--- config.mk ---
export PLATFORM = sky130hd
export DESIGN_NAME = hamming_best_match_search
export DESIGN_NICKNAME = d
export VERILOG_FILES = /design/src/rtl/hbms_pkg.sv /design/src/rtl/hbms_agree.sv /design/src/rtl/hbms_best.sv /design/src/rtl/hamming_best_match_search.sv
export SDC_FILE = /design/constraint.sdc
export NUM_CORES = 1
export LEC_CHECK = 0
export BUFFER_PORTS_ARGS = -buffer_cell sky130_fd_sc_hd__buf_2
export CAP_MARGIN = 20
export CORE_AREA = 2 2 267 217
export DETAILED_ROUTE_END_ITERATION = 7
export DIE_AREA = 0 0 269 219
export HOLD_SLACK_MARGIN = 0.03
export SLEW_MARGIN = 10
export SYNTH_ARGS = -nofsm -noshare
export SYNTH_HDL_FRONTEND = slang
export SYNTH_HIERARCHICAL = 1
export SYNTH_SLANG_ARGS = --single-unit
--- constraint.sdc ---
create_clock -name clk -period 8 [get_ports clk]
set_clock_uncertainty 0.05 [all_clocks]
set_input_delay 0.8 -clock clk [delete_from_list [all_inputs] [get_ports clk]]
set_output_delay 0.8 -clock clk [all_outputs]
set_load 0.01 [all_outputs]
--- src/rtl/hbms_pkg.sv ---
// Shared types, constants and functions of the Hamming best-match search block.
package hbms_pkg;

  localparam int unsigned HALF_W     = 64;
  localparam int unsigned AGREE_W    = 8;
  localparam int unsigned IDX_W      = 21;
  localparam int unsigned MAX_RECORDS = 1048576;
  localparam int unsigned CNT_W      = $clog2(MAX_RECORDS + 1);

  localparam logic [AGREE_W-1:0] FULL_AGREE = AGREE_W'(128);

  localparam int unsigned ADDR_W = 5;
  localparam int unsigned DATA_W = 64;

  // Register index, taken from paddr[4:3].
  localparam logic [1:0] REG_QUERY_LOW  = 2'd0;
  localparam logic [1:0] REG_QUERY_HIGH = 2'd1;
  localparam logic [1:0] REG_MIN_AGREE  = 2'd2;

  typedef struct packed {
    logic [HALF_W-1:0] record_low;
    logic [HALF_W-1:0] record_high;
    logic              last_record;
  } in_beat_t;

  typedef struct packed {
    logic signed [IDX_W-1:0] match_index;
    logic [AGREE_W-1:0]      best_agree;
  } out_beat_t;

  // One record handed from the agree counter to the best tracker.
  typedef struct packed {
    logic               fire;
    logic               last;
    logic [AGREE_W-1:0] agree;
  } step_t;

  function automatic logic [3:0] pop8(input logic [7:0] v);
    logic [3:0] n;
    n = 4'd0;
    for (int i = 0; i < 8; i++) begin
      n = n + 4'(v[i]);
    end
    return n;
  endfunction

endpackage

--- src/rtl/hbms_agree.sv ---
// Agree counter: 128 minus the popcount of record XOR query, as an adder tree.
module hbms_agree (
  input  logic [hbms_pkg::HALF_W-1:0]  record_low,
  input  logic [hbms_pkg::HALF_W-1:0]  record_high,
  input  logic [hbms_pkg::HALF_W-1:0]  query_low,
  input  logic [hbms_pkg::HALF_W-1:0]  query_high,
  output logic [hbms_pkg::AGREE_W-1:0] agree
);
  import hbms_pkg::*;

  logic [127:0] diff_bits;
  logic [3:0]   lvl0 [16];
  logic [4:0]   lvl1 [8];
  logic [5:0]   lvl2 [4];
  logic [6:0]   lvl3 [2];
  logic [7:0]   ones;

  assign diff_bits = {record_high ^ query_high, record_low ^ query_low};

  always_comb begin
    for (int i = 0; i < 16; i++) begin
      lvl0[i] = pop8(diff_bits[8*i +: 8]);
    end
    for (int i = 0; i < 8; i++) begin
      lvl1[i] = 5'(lvl0[2*i]) + 5'(lvl0[2*i+1]);
    end
    for (int i = 0; i < 4; i++) begin
      lvl2[i] = 6'(lvl1[2*i]) + 6'(lvl1[2*i+1]);
    end
    for (int i = 0; i < 2; i++) begin
      lvl3[i] = 7'(lvl2[2*i]) + 7'(lvl2[2*i+1]);
    end
    ones = 8'(lvl3[0]) + 8'(lvl3[1]);
  end

  // The count of differing bits never exceeds 128, so the result fits.
  assign agree = FULL_AGREE - ones;

endmodule

--- src/rtl/hbms_best.sv ---
// Best tracker: holds the best record so far and builds the result on the last record.
module hbms_best (
  input  logic                  clk,
  input  logic                  rst_n,
  input  logic [hbms_pkg::AGREE_W-1:0] min_agree,
  input  hbms_pkg::step_t       step,
  output logic                  res_valid,
  output hbms_pkg::out_beat_t   res
);
  import hbms_pkg::*;

  logic [CNT_W-1:0]        count_r, count_nxt;
  logic [AGREE_W-1:0]      best_agree_r, best_agree_nxt;
  logic signed [IDX_W-1:0] best_idx_r, best_idx_nxt;
  logic                    locked_r, locked_nxt;

  logic                    active;
  logic signed [IDX_W-1:0] pos;
  logic [AGREE_W-1:0]      upd_agree;
  logic signed [IDX_W-1:0] upd_idx;
  logic                    upd_locked;
  logic [CNT_W-1:0]        upd_count;

  assign active = !locked_r && (count_r < CNT_W'(MAX_RECORDS));
  assign pos    = IDX_W'(count_r);

  always_comb begin
    upd_agree  = best_agree_r;
    upd_idx    = best_idx_r;
    upd_locked = locked_r;
    upd_count  = count_r;
    if (active) begin
      // An exact match wins whatever the threshold and stops the search.
      if (step.agree == FULL_AGREE) begin
        upd_agree  = FULL_AGREE;
        upd_idx    = pos;
        upd_locked = 1'b1;
      end else if (step.agree >= min_agree && step.agree > best_agree_r) begin
        upd_agree = step.agree;
        upd_idx   = pos;
      end
      upd_count = count_r + CNT_W'(1);
    end
  end

  always_comb begin
    count_nxt      = count_r;
    best_agree_nxt = best_agree_r;
    best_idx_nxt   = best_idx_r;
    locked_nxt     = locked_r;
    if (step.fire) begin
      if (step.last) begin
        count_nxt      = '0;
        best_agree_nxt = '0;
        best_idx_nxt   = '1;
        locked_nxt     = 1'b0;
      end else begin
        count_nxt      = upd_count;
        best_agree_nxt = upd_agree;
        best_idx_nxt   = upd_idx;
        locked_nxt     = upd_locked;
      end
    end
  end

  assign res_valid       = step.fire && step.last;
  assign res.match_index = upd_idx;
  assign res.best_agree  = upd_agree;

  always_ff @(posedge clk) begin
    if (!rst_n) begin
      count_r      <= '0;
      best_agree_r <= '0;
      best_idx_r   <= '1;
      locked_r     <= 1'b0;
    end else begin
      count_r      <= count_nxt;
      best_agree_r <= best_agree_nxt;
      best_idx_r   <= best_idx_nxt;
      locked_r     <= locked_nxt;
    end
  end

endmodule

--- src/rtl/hamming_best_match_search.sv ---
// Top level of the Hamming best-match search: register port, input and result registers.
//
//   Channel   Direction  Handshake             Payload
//   in_       into block in_valid / in_stall   in_data  (record_low, record_high, last_record)
//   out_      from block out_valid / out_stall out_data (match_index, best_agree)
//   config    into block psel/penable/pwrite   paddr, pwdata, prdata (64-bit registers at 0, 8, 16)
//
// Every beat waits in the input register, where the agree count and the best-record update
// run in one combinational pass; the last record of a search loads the result register, so a
// result passes the input and then the result register. One beat is taken every cycle unless
// a last record waits on a stalled result; the rate is set by the combinational popcount and
// compare. Reset clears the query, the threshold and the search state. Only a last-record beat
// needs the result register, so a stalled result holds back only such a beat.
module hamming_best_match_search (
  input  logic                         clk,
  input  logic                         rst_n,

  input  logic                         in_valid,
  output logic                         in_stall,
  input  hbms_pkg::in_beat_t           in_data,

  output logic                         out_valid,
  input  logic                         out_stall,
  output hbms_pkg::out_beat_t          out_data,

  input  logic                         psel,
  input  logic                         penable,
  input  logic                         pwrite,
  input  logic [hbms_pkg::ADDR_W-1:0]  paddr,
  input  logic [hbms_pkg::DATA_W-1:0]  pwdata,
  output logic [hbms_pkg::DATA_W-1:0]  prdata,
  output logic                         pready
);
  import hbms_pkg::*;

  // Configuration registers.
  logic [HALF_W-1:0]  query_low_r, query_high_r;
  logic [AGREE_W-1:0] min_agree_r;
  logic               cfg_write;
  logic [1:0]         cfg_index;

  // Input register.
  logic     s1_valid_r, s1_valid_nxt;
  in_beat_t s1_data_r;
  logic     s1_go;
  logic     in_take;

  // Result register.
  logic      out_valid_r, out_valid_nxt;
  out_beat_t out_data_r;
  logic      out_free;

  logic [AGREE_W-1:0] agree;
  step_t              step;
  logic               res_valid;
  out_beat_t          res;

  // The register port never waits.
  assign pready    = 1'b1;
  assign cfg_write = psel && penable && pwrite && pready;
  assign cfg_index = paddr[4:3];

  always_comb begin
    unique case (cfg_index)
      REG_QUERY_LOW:  prdata = query_low_r;
      REG_QUERY_HIGH: prdata = query_high_r;
      REG_MIN_AGREE:  prdata = DATA_W'(min_agree_r);
      default:        prdata = '0;
    endcase
  end

  always_ff @(posedge clk) begin
    if (!rst_n) begin
      query_low_r  <= '0;
      query_high_r <= '0;
      min_agree_r  <= '0;
    end else if (cfg_write) begin
      unique case (cfg_index)
        REG_QUERY_LOW:  query_low_r  <= pwdata;
        REG_QUERY_HIGH: query_high_r <= pwdata;
        REG_MIN_AGREE:  min_agree_r  <= pwdata[AGREE_W-1:0];
        default:        ;
      endcase
    end
  end

  // A held beat moves on unless it is a last record and the result register is full
  // and stalled.
  assign out_free = !out_valid_r || !out_stall;
  assign s1_go    = s1_valid_r && (!s1_data_r.last_record || out_free);
  assign in_stall = s1_valid_r && !s1_go;
  assign in_take  = in_valid && !in_stall;

  assign s1_valid_nxt = in_take || (s1_valid_r && !s1_go);

  always_ff @(posedge clk) begin
    if (!rst_n) begin
      s1_valid_r <= 1'b0;
    end else begin
      s1_valid_r <= s1_valid_nxt;
    end
  end

  always_ff @(posedge clk) begin
    if (in_take) begin
      s1_data_r <= in_data;
    end
  end

  hbms_agree u_agree (
    .record_low  (s1_data_r.record_low),
    .record_high (s1_data_r.record_high),
    .query_low   (query_low_r),
    .query_high  (query_high_r),
    .agree       (agree)
  );

  assign step.fire  = s1_go;
  assign step.last  = s1_data_r.last_record;
  assign step.agree = agree;

  hbms_best u_best (
    .clk       (clk),
    .rst_n     (rst_n),
    .min_agree (min_agree_r),
    .step      (step),
    .res_valid (res_valid),
    .res       (res)
  );

  always_comb begin
    if (res_valid) begin
      out_valid_nxt = 1'b1;
    end else if (!out_stall) begin
      out_valid_nxt = 1'b0;
    end else begin
      out_valid_nxt = out_valid_r;
    end
  end

  always_ff @(posedge clk) begin
    if (!rst_n) begin
      out_valid_r <= 1'b0;
    end else begin
      out_valid_r <= out_valid_nxt;
    end
  end

  always_ff @(posedge clk) begin
    if (res_valid) begin
      out_data_r <= res;
    end
  end

  assign out_valid = out_valid_r;
  assign out_data  = out_data_r;

  // The agree count can never pass the record width.
  a_agree_range: assert property (@(posedge clk) disable iff (!rst_n)
    out_valid |-> out_data.best_agree <= FULL_AGREE)
    else $error("best_agree above 128");

  // No qualifying record and a zero agree count always go together.
  a_none_pairs: assert property (@(posedge clk) disable iff (!rst_n)
    out_valid |-> ((out_data.match_index == '1) == (out_data.best_agree == '0)))
    else $error("match_index and best_agree disagree on an empty search");

  // The input side stalls only while a last record waits for the result register.
  a_stall_cause: assert property (@(posedge clk) disable iff (!rst_n)
    in_stall |-> (s1_valid_r && s1_data_r.last_record && out_valid_r && out_stall))
    else $error("input stalled without a waiting last record");

  // A new result follows a last record that moved on in the previous cycle.
  a_result_source: assert property (@(posedge clk) disable iff (!rst_n)
    s1_go && s1_data_r.last_record |=> out_valid)
    else $error("last record produced no result");

endmodule
==> summary.txt <==
largest net degree at the start of global routing = 86
Area growth, synth to finish = 25.7%
layout cells sized above 1 = 28.5%
die area = 58900 um^2
slowest CP cell = fa_1
Final min period = 8.78 ns
Area contributors post-synth = edfxtp_1 (24%), dfxtp_1 (19%), fa_1 (12%), mux2i_1 (11%), ha_1 (8.5%)
total track usage = 17.5%
Final Hold Fails = 0
CP max stage delay = 0.57 ns
clk buf depth = 3
area share of fa/ha/maj cells after synthesis = 20.3%
Critical Path Source Type = flip-flop
multi-input logic area = 10200 um^2
H-tree depth = 2
failing checks = negative setup slack
EDFF count, synth = 158
# DRC = 0
Max Fclk = 0.114 GHz
TritonCTS buffer count = 39
Placed Cells = 2844
slew margin rel. = 24.0%
Hold Crit Class = in2reg
drt total wl = 51.6 mm
Port Buffers = 296
commonest cells in the synthesized netlist = mux2i_1 (220), nand2_1 (216), inv_1 (202)
Ports = 301
CTS clk-pin slew, worst paths = 0.06 ns
critical path class = reg2reg
post-synth top area cell = edfxtp_1
Diodes inserted = 0
setup ws final = -0.785 ns
XOR/XNOR Fraction of Synth Area = 6.74%
most common cell in the netlist = mux2i_1
initial antenna violation count = 0
Worst path most repeated cell = fa_1
1st-pass router iterations = 5
CTS Hold Bufs = 0
status = finished with violations
clk sink count = 347
routability congestion estimate = 0.805
Initial DRC Count = 544
Initial Util = 34.7%
Synth Area in Compound Gates = 2.37%
vias per cell = 4.52
Worst R2R Setup Slack = -0.78 ns
Worst Setup End Kind = flip-flop
core area = 56100 um^2
Fill cells = 5320
Synth Area in Simple Gates = 8.27%
setup violators final = 58
register area = 8530 um^2
vias in the first global route = 14100
ys async rst share = 0%
worst-margin pin slew = 1.14 ns
synth unique cells = 65
main combinational cell family by area after synthesis = adder cells
Non-Filler Instances = 2925
#FFs+latches synth = 347
Die Span Y = 219 um
share of the synthesized area in the top cell type = 24.3%
Nets = 2588
Yosys Warn Count = 6
RSZ-0062 raised after global routing = true
DP HPWL = 38.2 mm
Crit Path Max Fanout = 9
worst path required time = 8.25 ns
Die W = 269 um
cell count after synthesis = 1701
Syn Nets = 2154
synthesized cell area = 19500 um^2
Routed Antenna Nets = 0
Worst Hold Path Cells = 1
register area share after synthesis = 43.8%
Worst-Skew Late Latency = 0.56 ns
WL/cell = 17.6 um
Worst R2R Path Depth = 30
Top FF cell, synth = dfxtp_1
total grt overflow = 0
mux contribution to synthesized area = 12.5%
Slew Limit Fails = 0
Mapped Avg Cell Area = 11.5 um^2
Clock Tree Root = clkbuf_16
Tcrit/Tclk final = 110%
FP Rows = 78
CTS tree = yes
via count = 13200
max_cap viols = 0
global-route wire length before repair = 78.5 mm
CP arrival = 9.03 ns
==> what timing repair did <==
| item | 4_1_cts | 5_1_grt |
|---|---|---|
| pin swaps | 18 | 28 |
| setup buffers | 2 | 4 |
| endpoints found under the setup margin | 58 | 59 |
| cloned | 3 | 3 |
| gates resized for setup | 37 | 36 |
==> layout by cell type, fill, tap and decap left out, drive strengths merged, types with 8 or more instances in the layout <==
cell and instances:
nand3 12, nor2 121, nand2 217, inv 202, mux2i 220, xnor2 62
clkinv 8, xor2 88, ha 133, buf 456, edfxtp 158, clkbuf 65
o21ai 12, fa 115, mux2 21, a21oi 10, dfxtp 189
==> worst max-delay path, delay by kind of cell (launching register included) <==
family / cells / cell delay (ns)
simple gates: 1 / 0.15
fa+ha+maj: 13 / 5.70
xor+xnor: 2 / 0.29
buf+inv: 8 / 0.70
flops: 1 / 0.41
compound gates: 6 / 1.23
==> kinds of logic after synthesis <==
kind of cell,Yosys count
compound gates,60
mux,241
xor+xnor,150
buf+inv,268
other cells,1
simple gates,386
flops,347
fa+ha+maj,248
==> state kept, by name, summed over array words and instances, names as in the netlist <==
signal,count
min_agree_r,8
out_data,29
out_valid,1
query_high_r,64
query_low_r,64
s1_data_r,129
s1_valid_r,1
u_best/best_agree_r,8
u_best/best_idx_r,21
u_best/count_r,21
u_best/locked_r,1
==> metal layers <==
| layer | up-vias | share of wire, % | GRT usage [%] |
|---|---|---|---|
| met1 | 6438 | 47 | 23.8 |
| met4 | 0 | 1.6 | 3.93 |
| li1 | 6458 | - | - |
| met5 | - | 0 | 0 |
| met3 | 55 | 4.0 | 2.55 |
| met2 | 277 | 48 | 29.3 |
==> final cells by class <==
| type | instances | area share, % |
|---|---|---|
| Inverter | 202 | 3.09 |
| Clock inverter | 9 | 0.276 |
| Multi-Input combinational cell | 1086 | 41.5 |
| Sequential cell | 347 | 34.8 |
| Timing Repair Buffer | 459 | 11.8 |
| Tap cell | 760 | 3.88 |
| Clock buffer | 62 | 4.74 |
==> final timing paths <==
path,startpoint,end
worst max-delay path,s1_data_r[59]$_DFFE_PP_,out_data[6]$_DFFE_PP_
worst min-delay path,in_data[103],s1_data_r[103]$_DFFE_PP_
worst max register to register,s1_data_r[59]$_DFFE_PP_,out_data[6]$_DFFE_PP_
worst min register to register,u_best/best_idx_r[20]$_SDFFE_PN1P_,u_best/best_idx_r[20]$_SDFFE_PN1P_
==> metrics by stage <==
stage | utilization, % | setup TNS [ns] | setup slack (ns) | cell area [um^2] | hold WS [ns]
after floorplan | - | -7.84 | -0.367 | 19600 | 0.368
after global placement | 40.7 | -37.41 | -0.715 | 22800 | 0.380
after detailed placement | 40.7 | -46.41 | -0.881 | 22800 | 0.384
after CTS | 43.3 | -38.57 | -0.818 | 24300 | 0.331
after global routing | 43.7 | -54.34 | -1.09 | 24500 | 0.338
final | 43.7 | -37.23 | -0.785 | 24500 | 0.364
Power is left out: the tool's default activity adds up to more than one toggle a clock period on the data nets, which glitch-free logic cannot reach.
